<file path="config.mk">
export PLATFORM = sky130hd
export DESIGN_NAME = clock_evicting_key_value_cache
export DESIGN_NICKNAME = d
export VERILOG_FILES = /design/src/rtl/ckvc_pkg.sv /design/src/rtl/ckvc_ram.sv /design/src/rtl/clock_evicting_key_value_cache.sv
export SDC_FILE = /design/constraint.sdc
export NUM_CORES = 1
export LEC_CHECK = 0
export BUFFER_PORTS_ARGS = -buffer_cell sky130_fd_sc_hd__buf_2
export CAP_MARGIN = 20
export CORE_MARGIN = 2
export CORE_UTILIZATION = 40
export CTS_BUF_LIST = sky130_fd_sc_hd__clkbuf_4 sky130_fd_sc_hd__clkbuf_8 sky130_fd_sc_hd__clkbuf_16
export DETAILED_ROUTE_END_ITERATION = 8
export HOLD_SLACK_MARGIN = 0.03
export PLACE_DENSITY = 0.57
export SLEW_MARGIN = 20
export SYNTH_ARGS = -nofsm -noshare
export SYNTH_HDL_FRONTEND = slang
export SYNTH_SLANG_ARGS = --single-unit
export TNS_END_PERCENT = 30
</file>
<file path="constraint.sdc">
create_clock -name clock -period 6.58 [get_ports clock]
set_clock_uncertainty 0.05 [all_clocks]
set_input_delay 0.329 -clock clock [delete_from_list [all_inputs] [get_ports clock]]
set_output_delay 0.329 -clock clock [all_outputs]
set_load 0.01 [all_outputs]
</file>
<file path="src/rtl/ckvc_pkg.sv">
// Package for the clock-evicting key-value cache.
// Holds sizes, request codes, register addresses and the payload structs.
// No dependencies.
`default_nettype none

package ckvc_pkg;

   localparam int CAPACITY   = 16;
   localparam int KEY_BITS   = 32;
   localparam int VALUE_BITS = 32;

   localparam int IDX_W   = (CAPACITY > 1) ? $clog2(CAPACITY) : 1;
   localparam int CNT_W   = $clog2(CAPACITY + 1);
   localparam int SWEEP_W = $clog2(2 * CAPACITY + 1);
   localparam int LIMIT_W = 5;
   localparam int LIM_W   = (CNT_W > LIMIT_W) ? CNT_W : LIMIT_W;

   localparam logic [LIMIT_W-1:0] LIMIT_RESET = 5'd16;

   // Configuration port.
   localparam int CSR_ADDR_W = 3;
   localparam int CSR_DATA_W = 32;
   localparam logic [CSR_ADDR_W-3:0] CSR_IDX_LIMIT = 1'b0;

   // Request codes.
   localparam logic [2:0] REQ_SET    = 3'd0;
   localparam logic [2:0] REQ_GET    = 3'd1;
   localparam logic [2:0] REQ_DELETE = 3'd2;
   localparam logic [2:0] REQ_UPDATE = 3'd3;
   localparam logic [2:0] REQ_CLEAR  = 3'd4;

   // Result status codes.
   localparam logic STATUS_OK        = 1'b0;
   localparam logic STATUS_NOT_FOUND = 1'b1;

   typedef struct packed {
      logic [2:0]            req_type;
      logic [KEY_BITS-1:0]   req_key;
      logic [VALUE_BITS-1:0] req_value;
   } req_item_type;

   typedef struct packed {
      logic                  status;
      logic [VALUE_BITS-1:0] read_value;
      logic                  evicted;
      logic [KEY_BITS-1:0]   evicted_key;
   } rsp_item_type;

endpackage

`default_nettype wire

</file>
<file path="src/rtl/ckvc_ram.sv">
// Generic single-clock RAM: one write port, one read port, registered read data.
// Used for the key and value stores of the cache. No dependencies.
`default_nettype none

module ckvc_ram #(
   parameter int WIDTH = 32,
   parameter int DEPTH = 16
) (
   input  wire logic                                      clock,
   input  wire logic                                      wr_en,
   input  wire logic [((DEPTH > 1) ? $clog2(DEPTH) : 1)-1:0] wr_addr,
   input  wire logic [WIDTH-1:0]                          wr_data,
   input  wire logic [((DEPTH > 1) ? $clog2(DEPTH) : 1)-1:0] rd_addr,
   output logic      [WIDTH-1:0]                          rd_data
);

   logic [WIDTH-1:0] mem [DEPTH];

   always_ff @(posedge clock) begin
      if (wr_en) begin
         mem[wr_addr] <= wr_data;
      end
      rd_data <= mem[rd_addr];
   end

endmodule

`default_nettype wire

</file>
<file path="src/rtl/clock_evicting_key_value_cache.sv">
// Top level of the clock-evicting key-value cache: control sequencer, slot flags,
// configuration register and output register. Depends on ckvc_pkg and ckvc_ram.
//
// Usage
//   Requests arrive on the req_ channel (valid/stall); one result per request
//   leaves on the rsp_ channel. A transfer happens at a rising edge where valid
//   is high and stall is low. Requests are set, get, delete, update and clear.
//   The capacity_limit register sits at byte address 0 of the APB-style port
//   and may be written only while the cache is idle.
//
//   One request is processed at a time. Keys live in a synchronous RAM, so a
//   lookup scans it one slot per cycle and stops at the first matching slot.
//   A request passes through the accept, scan, decide, write/read and result
//   steps. A set of a new key at the limit adds a clock sweep of one slot per
//   cycle; the eviction write takes the place of the fill.
//
//   The result sits in an output register; the next request is accepted while
//   a stalled result waits, and only the following result holds the sequencer.
//   Reset empties the table, returns the hand to slot 0 and sets the limit to 16.
`default_nettype none

module clock_evicting_key_value_cache
   import ckvc_pkg::*;
(
   input  wire logic                    clock,
   input  wire logic                    reset,
   input  wire logic                    req_valid,
   output logic                         req_stall,
   input  wire req_item_type            req_data,
   output logic                         rsp_valid,
   input  wire logic                    rsp_stall,
   output rsp_item_type                 rsp_data,
   input  wire logic                    psel,
   input  wire logic                    penable,
   input  wire logic                    pwrite,
   input  wire logic [CSR_ADDR_W-1:0]   paddr,
   input  wire logic [CSR_DATA_W-1:0]   pwdata,
   output logic      [CSR_DATA_W-1:0]   prdata,
   output logic                         pready
);

   localparam logic [2:0] ST_IDLE   = 3'd0;
   localparam logic [2:0] ST_SCAN   = 3'd1;
   localparam logic [2:0] ST_DECIDE = 3'd2;
   localparam logic [2:0] ST_SWEEP  = 3'd3;
   localparam logic [2:0] ST_EVICT  = 3'd4;
   localparam logic [2:0] ST_FILL   = 3'd5;
   localparam logic [2:0] ST_GET    = 3'd6;
   localparam logic [2:0] ST_RESP   = 3'd7;

   localparam logic [IDX_W-1:0] LAST_IDX = IDX_W'(CAPACITY - 1);

   logic [2:0]          state_ff, state_in;
   req_item_type        req_ff, req_in;
   rsp_item_type        res_ff, res_in;
   rsp_item_type        rsp_data_ff, rsp_data_in;
   logic                rsp_valid_ff, rsp_valid_in;
   logic [CNT_W-1:0]    scan_idx_ff, scan_idx_in;
   logic                cmp_vld_ff, cmp_vld_in;
   logic [IDX_W-1:0]    cmp_idx_ff, cmp_idx_in;
   logic [IDX_W-1:0]    slot_ff, slot_in;
   logic                found_ff, found_in;
   logic [IDX_W-1:0]    hand_ff, hand_in;
   logic [CNT_W-1:0]    count_ff, count_in;
   logic [CAPACITY-1:0] valid_ff, valid_in;
   logic [CAPACITY-1:0] ref_ff, ref_in;
   logic [SWEEP_W-1:0]  sweep_ff, sweep_in;
   logic [LIMIT_W-1:0]  limit_ff, limit_in;

   logic                req_xfer;
   logic                csr_write;
   logic                csr_hit;
   logic [LIM_W-1:0]    lim_raw;
   logic [LIM_W-1:0]    lim_eff;
   logic                at_limit;
   logic                free_found;
   logic [IDX_W-1:0]    free_idx;
   logic [IDX_W-1:0]    hand_next;

   logic                key_wr_en, val_wr_en;
   logic [IDX_W-1:0]    key_wr_addr, val_wr_addr, key_rd_addr;
   logic [KEY_BITS-1:0] key_rd_data;
   logic [VALUE_BITS-1:0] val_rd_data;

   ckvc_ram #(.WIDTH(KEY_BITS), .DEPTH(CAPACITY)) u_key_ram (
      .clock   (clock),
      .wr_en   (key_wr_en),
      .wr_addr (key_wr_addr),
      .wr_data (req_ff.req_key),
      .rd_addr (key_rd_addr),
      .rd_data (key_rd_data)
   );

   ckvc_ram #(.WIDTH(VALUE_BITS), .DEPTH(CAPACITY)) u_val_ram (
      .clock   (clock),
      .wr_en   (val_wr_en),
      .wr_addr (val_wr_addr),
      .wr_data (req_ff.req_value),
      .rd_addr (slot_ff),
      .rd_data (val_rd_data)
   );

   // Configuration port.
   assign pready    = 1'b1;
   assign csr_hit   = (paddr[CSR_ADDR_W-1:2] == CSR_IDX_LIMIT);
   assign csr_write = psel && penable && pwrite && pready && csr_hit;
   assign prdata    = csr_hit ? CSR_DATA_W'(limit_ff) : '0;
   assign limit_in  = csr_write ? pwdata[LIMIT_W-1:0] : limit_ff;

   // A limit of zero acts as one, a limit above the table size as the table size.
   assign lim_raw = LIM_W'(limit_ff);
   always_comb begin
      lim_eff = lim_raw;
      if (lim_raw == '0) begin
         lim_eff = LIM_W'(1);
      end else if (lim_raw > LIM_W'(CAPACITY)) begin
         lim_eff = LIM_W'(CAPACITY);
      end
   end
   assign at_limit = (LIM_W'(count_ff) >= lim_eff);

   // Lowest-numbered free slot.
   always_comb begin
      free_found = 1'b0;
      free_idx   = '0;
      for (int i = CAPACITY - 1; i >= 0; i--) begin
         if (!valid_ff[i]) begin
            free_found = 1'b1;
            free_idx   = IDX_W'(i);
         end
      end
   end

   assign hand_next = (hand_ff == LAST_IDX) ? '0 : hand_ff + 1'b1;

   assign req_stall = (state_ff != ST_IDLE);
   assign req_xfer  = req_valid && !req_stall;
   assign rsp_valid = rsp_valid_ff;
   assign rsp_data  = rsp_data_ff;

   assign key_rd_addr = (state_ff == ST_SWEEP) ? hand_ff : scan_idx_ff[IDX_W-1:0];
   assign key_wr_addr = (state_ff == ST_EVICT) ? slot_ff : free_idx;
   assign val_wr_addr = (state_ff == ST_FILL) ? free_idx : slot_ff;

   always_comb begin
      state_in     = state_ff;
      req_in       = req_ff;
      res_in       = res_ff;
      rsp_data_in  = rsp_data_ff;
      rsp_valid_in = rsp_valid_ff;
      scan_idx_in  = scan_idx_ff;
      cmp_vld_in   = 1'b0;
      cmp_idx_in   = cmp_idx_ff;
      slot_in      = slot_ff;
      found_in     = found_ff;
      hand_in      = hand_ff;
      count_in     = count_ff;
      valid_in     = valid_ff;
      ref_in       = ref_ff;
      sweep_in     = sweep_ff;
      key_wr_en    = 1'b0;
      val_wr_en    = 1'b0;

      if (rsp_valid_ff && !rsp_stall) begin
         rsp_valid_in = 1'b0;
      end

      case (state_ff)
         ST_IDLE: begin
            if (req_xfer) begin
               req_in      = req_data;
               res_in      = '0;
               scan_idx_in = '0;
               if (req_data.req_type == REQ_CLEAR) begin
                  valid_in = '0;
                  ref_in   = '0;
                  count_in = '0;
                  hand_in  = '0;
                  state_in = ST_RESP;
               end else if (req_data.req_type > REQ_CLEAR) begin
                  state_in = ST_RESP;
               end else begin
                  state_in = ST_SCAN;
               end
            end
         end

         // Issue one key read per cycle and compare the key read the cycle before.
         ST_SCAN: begin
            if (scan_idx_ff != CNT_W'(CAPACITY)) begin
               scan_idx_in = scan_idx_ff + 1'b1;
               cmp_vld_in  = 1'b1;
               cmp_idx_in  = scan_idx_ff[IDX_W-1:0];
            end
            if (cmp_vld_ff) begin
               if (valid_ff[cmp_idx_ff] && (key_rd_data == req_ff.req_key)) begin
                  found_in   = 1'b1;
                  slot_in    = cmp_idx_ff;
                  cmp_vld_in = 1'b0;
                  state_in   = ST_DECIDE;
               end else if (cmp_idx_ff == LAST_IDX) begin
                  found_in   = 1'b0;
                  cmp_vld_in = 1'b0;
                  state_in   = ST_DECIDE;
               end
            end
         end

         ST_DECIDE: begin
            state_in = ST_RESP;
            case (req_ff.req_type)
               REQ_SET: begin
                  if (found_ff) begin
                     val_wr_en       = 1'b1;
                     ref_in[slot_ff] = 1'b1;
                  end else if (at_limit) begin
                     sweep_in = '0;
                     state_in = ST_SWEEP;
                  end else begin
                     state_in = ST_FILL;
                  end
               end
               REQ_GET: begin
                  if (found_ff) begin
                     ref_in[slot_ff] = 1'b1;
                     state_in        = ST_GET;
                  end else begin
                     res_in.status = STATUS_NOT_FOUND;
                  end
               end
               REQ_DELETE: begin
                  if (found_ff) begin
                     valid_in[slot_ff] = 1'b0;
                     ref_in[slot_ff]   = 1'b0;
                     if (count_ff != '0) begin
                        count_in = count_ff - 1'b1;
                     end
                  end else begin
                     res_in.status = STATUS_NOT_FOUND;
                  end
               end
               REQ_UPDATE: begin
                  if (found_ff) begin
                     val_wr_en       = 1'b1;
                     ref_in[slot_ff] = 1'b1;
                  end else begin
                     res_in.status = STATUS_NOT_FOUND;
                  end
               end
               default: begin
               end
            endcase
         end

         // One hand step per cycle; the key RAM reads the slot under the hand
         // so that a victim's key is ready in the next cycle.
         ST_SWEEP: begin
            hand_in = hand_next;
            if (valid_ff[hand_ff] && !ref_ff[hand_ff]) begin
               slot_in  = hand_ff;
               state_in = ST_EVICT;
            end else begin
               if (valid_ff[hand_ff]) begin
                  ref_in[hand_ff] = 1'b0;
               end
               if (sweep_ff == SWEEP_W'(2 * CAPACITY)) begin
                  state_in = ST_FILL;
               end else begin
                  sweep_in = sweep_ff + 1'b1;
               end
            end
         end

         // The new key takes the victim's slot, so the entry count is unchanged.
         ST_EVICT: begin
            key_wr_en          = 1'b1;
            val_wr_en          = 1'b1;
            ref_in[slot_ff]    = 1'b1;
            res_in.evicted     = 1'b1;
            res_in.evicted_key = key_rd_data;
            state_in           = ST_RESP;
         end

         ST_FILL: begin
            if (free_found) begin
               key_wr_en          = 1'b1;
               val_wr_en          = 1'b1;
               valid_in[free_idx] = 1'b1;
               ref_in[free_idx]   = 1'b1;
               count_in           = count_ff + 1'b1;
            end
            state_in = ST_RESP;
         end

         ST_GET: begin
            res_in.read_value = val_rd_data;
            state_in          = ST_RESP;
         end

         ST_RESP: begin
            if (!rsp_valid_ff || !rsp_stall) begin
               rsp_data_in  = res_ff;
               rsp_valid_in = 1'b1;
               state_in     = ST_IDLE;
            end
         end

         default: begin
            state_in = ST_IDLE;
         end
      endcase
   end

   always_ff @(posedge clock) begin
      if (reset) begin
         state_ff     <= ST_IDLE;
         rsp_valid_ff <= 1'b0;
         scan_idx_ff  <= '0;
         cmp_vld_ff   <= 1'b0;
         found_ff     <= 1'b0;
         hand_ff      <= '0;
         count_ff     <= '0;
         valid_ff     <= '0;
         ref_ff       <= '0;
         sweep_ff     <= '0;
         limit_ff     <= LIMIT_RESET;
      end else begin
         state_ff     <= state_in;
         rsp_valid_ff <= rsp_valid_in;
         scan_idx_ff  <= scan_idx_in;
         cmp_vld_ff   <= cmp_vld_in;
         found_ff     <= found_in;
         hand_ff      <= hand_in;
         count_ff     <= count_in;
         valid_ff     <= valid_in;
         ref_ff       <= ref_in;
         sweep_ff     <= sweep_in;
         limit_ff     <= limit_in;
      end
      req_ff      <= req_in;
      res_ff      <= res_in;
      rsp_data_ff <= rsp_data_in;
      cmp_idx_ff  <= cmp_idx_in;
      slot_ff     <= slot_in;
   end

   // The entry count always equals the number of valid slots.
   a_count_matches_valid: assert property (@(posedge clock) disable iff (reset)
      $countones(valid_ff) == int'(count_ff))
      else $error("entry count differs from number of valid slots");

   // Only a valid slot can carry a reference mark.
   a_ref_implies_valid: assert property (@(posedge clock) disable iff (reset)
      (ref_ff & ~valid_ff) == '0)
      else $error("referenced slot is not valid");

   // An accepted request holds off the next one in the following cycle.
   a_one_at_a_time: assert property (@(posedge clock) disable iff (reset)
      req_xfer |=> req_stall)
      else $error("request accepted while another is in progress");

   // A new result is loaded only when the output register is free or draining.
   a_no_result_overwrite: assert property (@(posedge clock) disable iff (reset)
      (rsp_valid && rsp_stall) |=> (rsp_valid && $stable(rsp_data)))
      else $error("waiting result was overwritten");

   // Neither the key RAM nor the value RAM is written during a lookup scan.
   a_no_write_in_scan: assert property (@(posedge clock) disable iff (reset)
      (state_ff == ST_SCAN) |-> !key_wr_en && !val_wr_en)
      else $error("table written during lookup");

endmodule

`default_nettype wire
</file>
==> impl_metrics.py, run 1 <==
metrics = {
    "run_status": {
        "outcome": "finished clean",
    },
    "logic_synthesis": {
        "synth-edff-count": 1231,
        "avgSynthCellArea_um2": 19.9,
        "synthCells": 2618,
        "async_reset_ff_share_pct": 0,
        "yosysWarnings": 0,
        "synth_seq_cells": 1358,
        "syn_area_mm2": 0.0520,
        "ys.flop_type": "edfxtp_1",
        "synth_cell_types": 65,
        "ys_seq_area_share_pct": 76.0,
    },
    "floorplanning": {
        "ios": 210,
        "row_count": 132,
        "dieArea_mm2": 0.133,
        "die_y_um": 364,
        "die_w_um": 364,
        "core_area_mm2": 0.129,
        "start_util_pct": 40.2,
    },
    "route": {
        "routed_wl_um": 121000,
        "antenna_left": 0,
        "avgRoutedWirePerCell_um": 25.3,
        "drc": 0,
        "drt_first_pass_iters": 6,
        "drt_iter0_markers": 2462,
        "via_count": 25800,
        "drt-vias-per-instance": 5.40,
    },
    "pwr": {
        "swShare_pct": 24.4,
        "p_leak_nw": 19.9,
        "powerDensity_mw_per_mm2": 354,
        "switchingPower_mw": 5.24,
        "power_frac_seq_pct": 50.6,
        "power_frac_clock_pct": 38.7,
        "p_int_mw": 16.2,
        "ir_drop_mv": 0.284,
        "power.share.combinational_pct": 10.7,
    },
    "run": {
        "cap_violations": 0,
    },
    "place": {
        "dp_hpwl_um": 67800,
        "gp_congestion": 0.814,
        "port_buffers": 152,
        "dpl.cell_count": 4450,
        "pre_cts_slack_ps": 2170,
    },
    "timing": {
        "period_share_pct": 66.6,
        "layout_setup_ws_ps": 2200,
        "drv_slew": 0,
        "max_freq_ghz": 0.228,
        "worstMarginPinSlew_ps": 1100,
        "final-hold-violation-count": 0,
        "rsz0062_at_grt": "no",
        "setup_viol": 0,
        "relSlewSlack_pct": 26.6,
        "finalSetupTns_ps": 0,
        "fin_crit_ps": 4380,
    },
    "final_layout": {
        "area_growth_pct": 16.8,
        "final_util_pct": 47.0,
        "nets": 3054,
        "drive_above_1_share_pct": 27.1,
        "n_antenna_cell": 0,
        "final_cells": 4789,
    },
    "clock_tree": {
        "worstSkewPairLatency_ps": 760,
        "cts_resized": 0,
        "cts_root_buf": "clkbuf_16",
        "cts_tree": "done",
        "clk_pin_slew_ps": 60,
        "cts_inserted_buffers": 145,
        "htreeDepth": 4,
        "cts_buffer_depth": 3,
        "cts.sinks": 1358,
        "postCtsSetupRepairBufs": 0,
    },
    "worst_setup_path": {
        "crit_path_start_kind": "register",
        "worst_path_most_repeated_cell": "buf_4",
        "cp.required_ps": 6970,
        "critPathBufInv": 4,
        "path_max_fanout": 23,
        "crit_family": "simple AND/OR/NAND/NOR gates",
        "critPathKind": "register to register",
        "cpPeakStageDelay_ps": 860,
        "crit_path_cell_trace": "nor2b_1 > buf_4 > nand2b_1 > inv_1 > buf_4 > nand2_1 > o21ai_1 > nand2_1 > nor2_4 > buf_4",
        "slowest_stage": "nor2_4",
        "worstPathArrival_ps": 4770,
        "setup.worst_path.end_class": "register",
    },
    "global_route": {
        "grt_pass1_vias": 27200,
        "grt_overflow": 0,
        "grt_max_degree": 97,
        "grt_pass1_wl_um": 178000,
        "grt_usage_pct": 18.3,
        "antenna_found_initial": 4,
    },
    "worst_hold_path": {
        "hp-class": "input port to register",
    },
}
repair_timing:
action                     4_1_cts  5_1_grt
hold endpoints to repair        78        0
hold buffers                    73        0
setup endpoints to repair        0        0
power groups by stage:
stage / combinational [mW] / sequential, mW / clock (mW)
after floorplan: 1.63 / 10.8 / 0
after global placement: 2.28 / 11.0 / 0
after detailed placement: 2.31 / 11.0 / 0
after CTS: 2.35 / 10.9 / 8.48
after global routing: 2.49 / 10.9 / 8.81
final: 2.30 / 10.9 / 8.30
synthesized netlist by cell type, types with 5 or more instances:
library cell	instances	area, µm²
a22o_1	12	105
and2_1	103	644
xor2_1	10	87.6
a21oi_1	79	395
buf_6	13	146
ha_1	16	200
mux2i_1	9	90.1
buf_4	34	255
or3_1	5	31.3
nor2_1	84	315
buf_1	12	45.0
nand3_1	22	110
a211oi_1	18	135
edfxtp_1	1231	37000
inv_1	22	82.6
clkbuf_1	69	259
a211oi_2	18	225
nand2_1	138	518
a31oi_1	34	213
nor3_1	22	110
dfxtp_1	127	2540
xnor2_1	32	280
buf_2	21	105
nand4_1	17	106
mux4_1	5	131
o31ai_1	9	67.6
a21o_1	7	52.6
mux4_2	296	6670
o21ai_0	44	220
o221ai_1	8	70.1
nor2b_1	18	113
o2bb2ai_1	5	43.8
nand2b_1	12	75.1
flip-flops by register name (all words and copies together), names as in the netlist, 6 cells and up:
register and flops:
u_key_ram.rd_data 32, u_val_ram.mem 512, valid_ff 16, ref_ff 16, u_val_ram.rd_data 32, req_ff 67
rsp_data 66, u_key_ram.mem 512, sweep_ff 6, res_ff 66
placed cells by master, fill, tap and decap left out, types with 18 or more instances in the layout:
cell	instances
edfxtp_1	1231
mux4_2	296
buf_2	152
clkbuf_16	149
nand2_1	137
dfxtp_1	127
and2_1	103
a21oi_1	76
dlygate4sd3_1	73
nor2_1	59
buf_4	54
o21ai_0	43
a31oi_1	34
xnor2_1	32
clkbuf_4	32
conb_1	28
nor2_4	24
nand3_1	22
inv_1	21
clkinv_1	19
nor2b_1	18
a211oi_2	18
a211oi_1	18
clkinv_2	18
clkbuf_8	18
layer usage:
metal / up-vias / share of wire (%) / track usage, %
met1: 13600 / 42 / 23.9
met2: 800 / 50 / 30.5
met5: - / 0.011 / 0
li1: 11200 / - / -
met4: 2 / 3.0 / 6.65
met3: 213 / 5.7 / 3.57
logic make-up after synthesis:
| logic type | synth area share (%) |
|---|---|
| compound gates | 3.61 |
| xor+xnor | 0.708 |
| fa+ha+maj | 0.424 |
| buf+inv | 1.72 |
| flops | 76.0 |
| mux | 13.3 |
| other cells | 0.0144 |
| simple gates | 4.22 |
area by class of cell:
| type | instances | area [µm²] |
|---|---|---|
| Clock buffer | 199 | 4220 |
| Sequential cell | 1358 | 39500 |
| Tap cell | 1742 | 2180 |
| Inverter | 22 | 85.1 |
| Multi-Input combinational cell | 1115 | 12000 |
| Clock inverter | 67 | 743 |
| Timing Repair Buffer | 286 | 2040 |
| Fill cell | 10700 | 68600 |
path summary, 6_finish.rpt:
check                                start                               to  slack [ps]  cells past startpoint
hold reg to reg   res_ff[33]$_SDFFCE_PN0P_           rsp_data[33]$_DFFE_PP_         360                      0
setup reg to reg  state_ff[2]$_SDFFE_PP0P_  u_key_ram.mem[11][18]$_DFFE_PP_        2200                     10
setup / recovery  state_ff[2]$_SDFFE_PP0P_  u_key_ram.mem[11][18]$_DFFE_PP_        2200                     10
hold / removal                   req_valid          hand_ff[2]$_SDFFE_PP0P_          70                      4
per-stage QoR:
stage	hold slack, ps	power [mW]	cell area (µm²)
after floorplan	350	12.4	52100
after global placement	352	13.3	55000
after detailed placement	355	13.4	55000
after CTS	30.9	21.7	60700
after global routing	76.6	22.2	60700
final	74.6	21.5	60700
worst reg2reg max path, cell delays in order, from the launching register on:
cell	delay [ps]
dfxtp_1	670
nor2b_1	210
buf_4	230
nand2b_1	250
inv_1	340
buf_4	350
nand2_1	90
o21ai_1	320
nand2_1	370
nor2_4	860
buf_4	330
(Power assumes the default switching activity.)
==> inputs of run 2 (changes only) <==
--- a/config.mk
+++ b/config.mk
@@ -5,6 +5,7 @@
 export SDC_FILE = /design/constraint.sdc
 export NUM_CORES = 1
 export LEC_CHECK = 0
+export ABC_AREA = 1
 export BUFFER_PORTS_ARGS = -buffer_cell sky130_fd_sc_hd__buf_2
 export CAP_MARGIN = 20
 export CORE_MARGIN = 2
@@ -12,7 +13,7 @@
 export CTS_BUF_LIST = sky130_fd_sc_hd__clkbuf_4 sky130_fd_sc_hd__clkbuf_8 sky130_fd_sc_hd__clkbuf_16
 export DETAILED_ROUTE_END_ITERATION = 8
 export HOLD_SLACK_MARGIN = 0.03
-export PLACE_DENSITY = 0.57
+export PLACE_DENSITY = 0.59
 export SLEW_MARGIN = 20
 export SYNTH_ARGS = -nofsm -noshare
 export SYNTH_HDL_FRONTEND = slang
==> constraint.sdc (replaced) <==
create_clock -name clock -period 3.5 [get_ports clock]
set_clock_uncertainty 0.05 [all_clocks]
set_input_delay 0.175 -clock clock [delete_from_list [all_inputs] [get_ports clock]]
set_output_delay 0.175 -clock clock [all_outputs]
set_load 0.01 [all_outputs]
==> run 2 against run 1 <==
First-iteration DRC count grew 24%. Wire length grew 8.9%. Power grew 120%. Hold slack gained 6.4 ps. Register-to-register slack lost 2000 ps. Critical path depth grew 12. Highest routed layer is now met4.
==> impl_metrics.py, run 2 <==
metrics = {
    "pwr": {
        "power_mw": 46.2,
        "p_leak_nw": 21.2,
        "powerDensity_mw_per_mm2": 744,
        "ir_drop_mv": 0.901,
    },
    "worst_setup_path": {
        "path_max_fanout": 23,
        "cpPeakStageDelay_ps": 390,
        "r2r_setup_slack_ps": 250,
        "worstPathArrival_ps": 3700,
        "r2r-start": "valid_ff[15]$_SDFFE_PP0P_",
        "critPathKind": "register to register",
        "reg2reg_to": "u_key_ram.mem[4][22]$_DFFE_PP_",
        "crit_path_cell_trace": "inv_1 > nand2_1 > nand2_1 > nand2_1 > nand2_1 > nand2_1 > nand2_1 > nand2_1 > nand2_1 > nand2_1 > nand2_1 > nand2_1 > nand2_1 > nand2_1 > nand2_1 > nand2_1 > o21ai_0 > inv_1 > nand2_1 > buf_4 > nor2_4 > buf_12",
        "reg2regPathDepth": 22,
        "cp.depth": 22,
        "crit_path_start_kind": "register",
        "cp.required_ps": 3950,
        "critPathBufInv": 4,
        "slowest_stage": "o21ai_0",
        "crit_path_start": "valid_ff[15]$_SDFFE_PP0P_",
        "crit_family": "simple AND/OR/NAND/NOR gates",
        "setup.worst_path.end_class": "register",
        "worst_path_most_repeated_cell": "nand2_1",
    },
    "global_route": {
        "grt_overflow": 0,
        "grt_pass1_vias": 30800,
        "grt_usage_pct": 19.6,
        "grt_pass1_wl_um": 196000,
        "grt_max_degree": 117,
        "antenna_found_initial": 3,
    },
    "final_layout": {
        "final_util_pct": 48.0,
        "final_cells": 5965,
        "layout_common_cells": "edfxtp_1 (1,231), nor2_1 (423), o21ai_0 (263), a22oi_1 (257), nand2_1 (238)",
        "layout_commonest_cell": "edfxtp_1",
        "fillers": 11200,
        "area_growth_pct": 19.1,
        "biggestRegsByFlops": "u_key_ram.mem (512), u_val_ram.mem (512), req_ff (67)",
        "drive_above_1_share_pct": 15.0,
        "nets": 4227,
        "design_area_mm2": 0.0622,
    },
    "route": {
        "drc": 0,
        "routed_wl_um": 132000,
        "drt_first_pass_iters": 6,
        "antenna_left": 0,
        "drt-vias-per-instance": 5.38,
        "avgRoutedWirePerCell_um": 22.1,
        "via_count": 32100,
        "drt_iter0_markers": 3047,
    },
    "clock_tree": {
        "htreeDepth": 4,
        "cts_root_buf": "clkbuf_16",
        "worstSkewPairLatency_ps": 770,
        "cts_inserted_buffers": 143,
        "clk_pin_slew_ps": 60,
        "cts_buffer_depth": 3,
        "cts_tree": "done",
        "cts.sinks": 1358,
    },
    "logic_synthesis": {
        "ys.flop_type": "edfxtp_1",
        "yosys.area.top_type_share_pct": 70.8,
        "yosysWarnings": 0,
        "async_reset_ff_share_pct": 0,
        "syn_area_mm2": 0.0522,
        "synth_common_cells": "edfxtp_1 (1,231), nor2_1 (459), o21ai_0 (264), a22oi_1 (257), nand2_1 (240)",
        "synth_most_common_cell": "edfxtp_1",
        "ys_seq_area_share_pct": 75.7,
        "synth-edff-count": 1231,
        "synth.area.top_cells": "edfxtp_1 (71%), dfxtp_1 (4.9%), a22oi_1 (3.7%)",
        "synth_seq_cells": 1358,
        "synthCells": 3735,
        "synth_top_area_cell": "edfxtp_1",
        "avgSynthCellArea_um2": 14.0,
        "synth_cell_types": 57,
    },
    "timing": {
        "fin_hold_ws_ps": 81.0,
        "final-hold-violation-count": 0,
        "relSlewSlack_pct": 27.2,
        "setup_viol": 0,
        "finalSetupTns_ps": 0,
        "rsz0062_at_grt": "no",
        "drv_slew": 0,
        "period_share_pct": 93.0,
        "max_freq_ghz": 0.307,
        "fin_crit_ps": 3250,
        "worstMarginPinSlew_ps": 1090,
        "layout_setup_ws_ps": 246,
    },
    "place": {
        "gp_congestion": 0.904,
        "pre_cts_slack_ps": 255,
        "dp_hpwl_um": 78600,
        "place_area_mm2": 0.0563,
        "dpl.cell_count": 5588,
        "port_buffers": 152,
    },
    "floorplanning": {
        "die_y_um": 365,
        "dieArea_mm2": 0.133,
        "ios": 210,
        "start_util_pct": 40.3,
        "die_w_um": 365,
        "core_area_mm2": 0.129,
        "row_count": 132,
    },
    "worst_hold_path": {
        "whs_endpoint": "req_ff[7]$_DFFE_PP_",
        "min_from": "req_data[7]",
        "hold_depth": 2,
        "hp-class": "input port to register",
    },
    "run": {
        "cap_violations": 0,
    },
    "run_status": {
        "outcome": "finished clean",
    },
}
## run 2: worst register-to-register path, delay by kind of cell (launching register included)
kind / cells / cell delay (ps)
AO/OA/AOI/OAI: 1 / 390
buffers and inverters: 4 / 570
flip-flops: 1 / 360
AND/OR/NAND/NOR: 17 / 1600
## run 2: timing repair
| action | 4_1_cts | 5_1_grt |
|---|---|---|
| setup endpoints to repair | 0 | 101 |
| hold endpoints to repair | 125 | 0 |
| hold buffers | 109 | 0 |
| gates resized for setup | 0 | 3 |
| setup buffers | 0 | 1 |
## run 2: final cells by class
type	instances	area (µm²)	share of cell area [%]
Clock buffer	189	4020	6.46
Antenna cell	2	5.00	0.00805
Timing Repair Buffer	426	3660	5.89
Clock inverter	76	719	1.16
Inverter	208	797	1.28
Sequential cell	1358	39500	63.5
Multi-Input combinational cell	1964	11300	18.2
Tap cell	1742	2180	3.51
## run 2: kinds of logic (layout without fill, tap and decap cells)
kind of cell | Yosys count | count (layout) | share of synthesized area [%]
other | 2 | 30 | 0.0144
and+or+nand+nor | 844 | 844 | 6.81
muxes | 64 | 64 | 1.23
adders and majority gates | 17 | 17 | 0.422
DFF | 1358 | 1358 | 75.7
buffers and inverters | 439 | 899 | 3.47
xor gates and xnor gates | 25 | 25 | 0.420
AOI/OAI and AO/OA | 986 | 986 | 11.9
## run 2: worst max-delay path by stage
stage and endpoint:
2_1_floorplan u_key_ram.mem[11][0]$_DFFE_PP_, 3_3_place_gp u_val_ram.mem[1][8]$_DFFE_PP_, 3_5_place_dp u_val_ram.mem[1][8]$_DFFE_PP_, 4_1_cts u_val_ram.mem[3][14]$_DFFE_PP_, 5_1_grt u_key_ram.mem[6][22]$_DFFE_PP_, 6_report u_key_ram.mem[4][22]$_DFFE_PP_
## run 2: power breakdown
group          internal [mW]  switching [mW]
combinational           3.27            6.83
clock                   8.87            6.23
sequential              19.9            1.13
total                   32.0            14.2
## run 2: layer usage
| layer | share of wire, % | track usage (%) | vias to the layer above |
|---|---|---|---|
| met3 | 6.9 | 3.33 | 191 |
| met2 | 45 | 29.7 | 1162 |
| met4 | 2.1 | 5.50 | 0 |
| met5 | 0 | 0 | - |
| met1 | 46 | 29.1 | 16000 |
| li1 | - | - | 14800 |
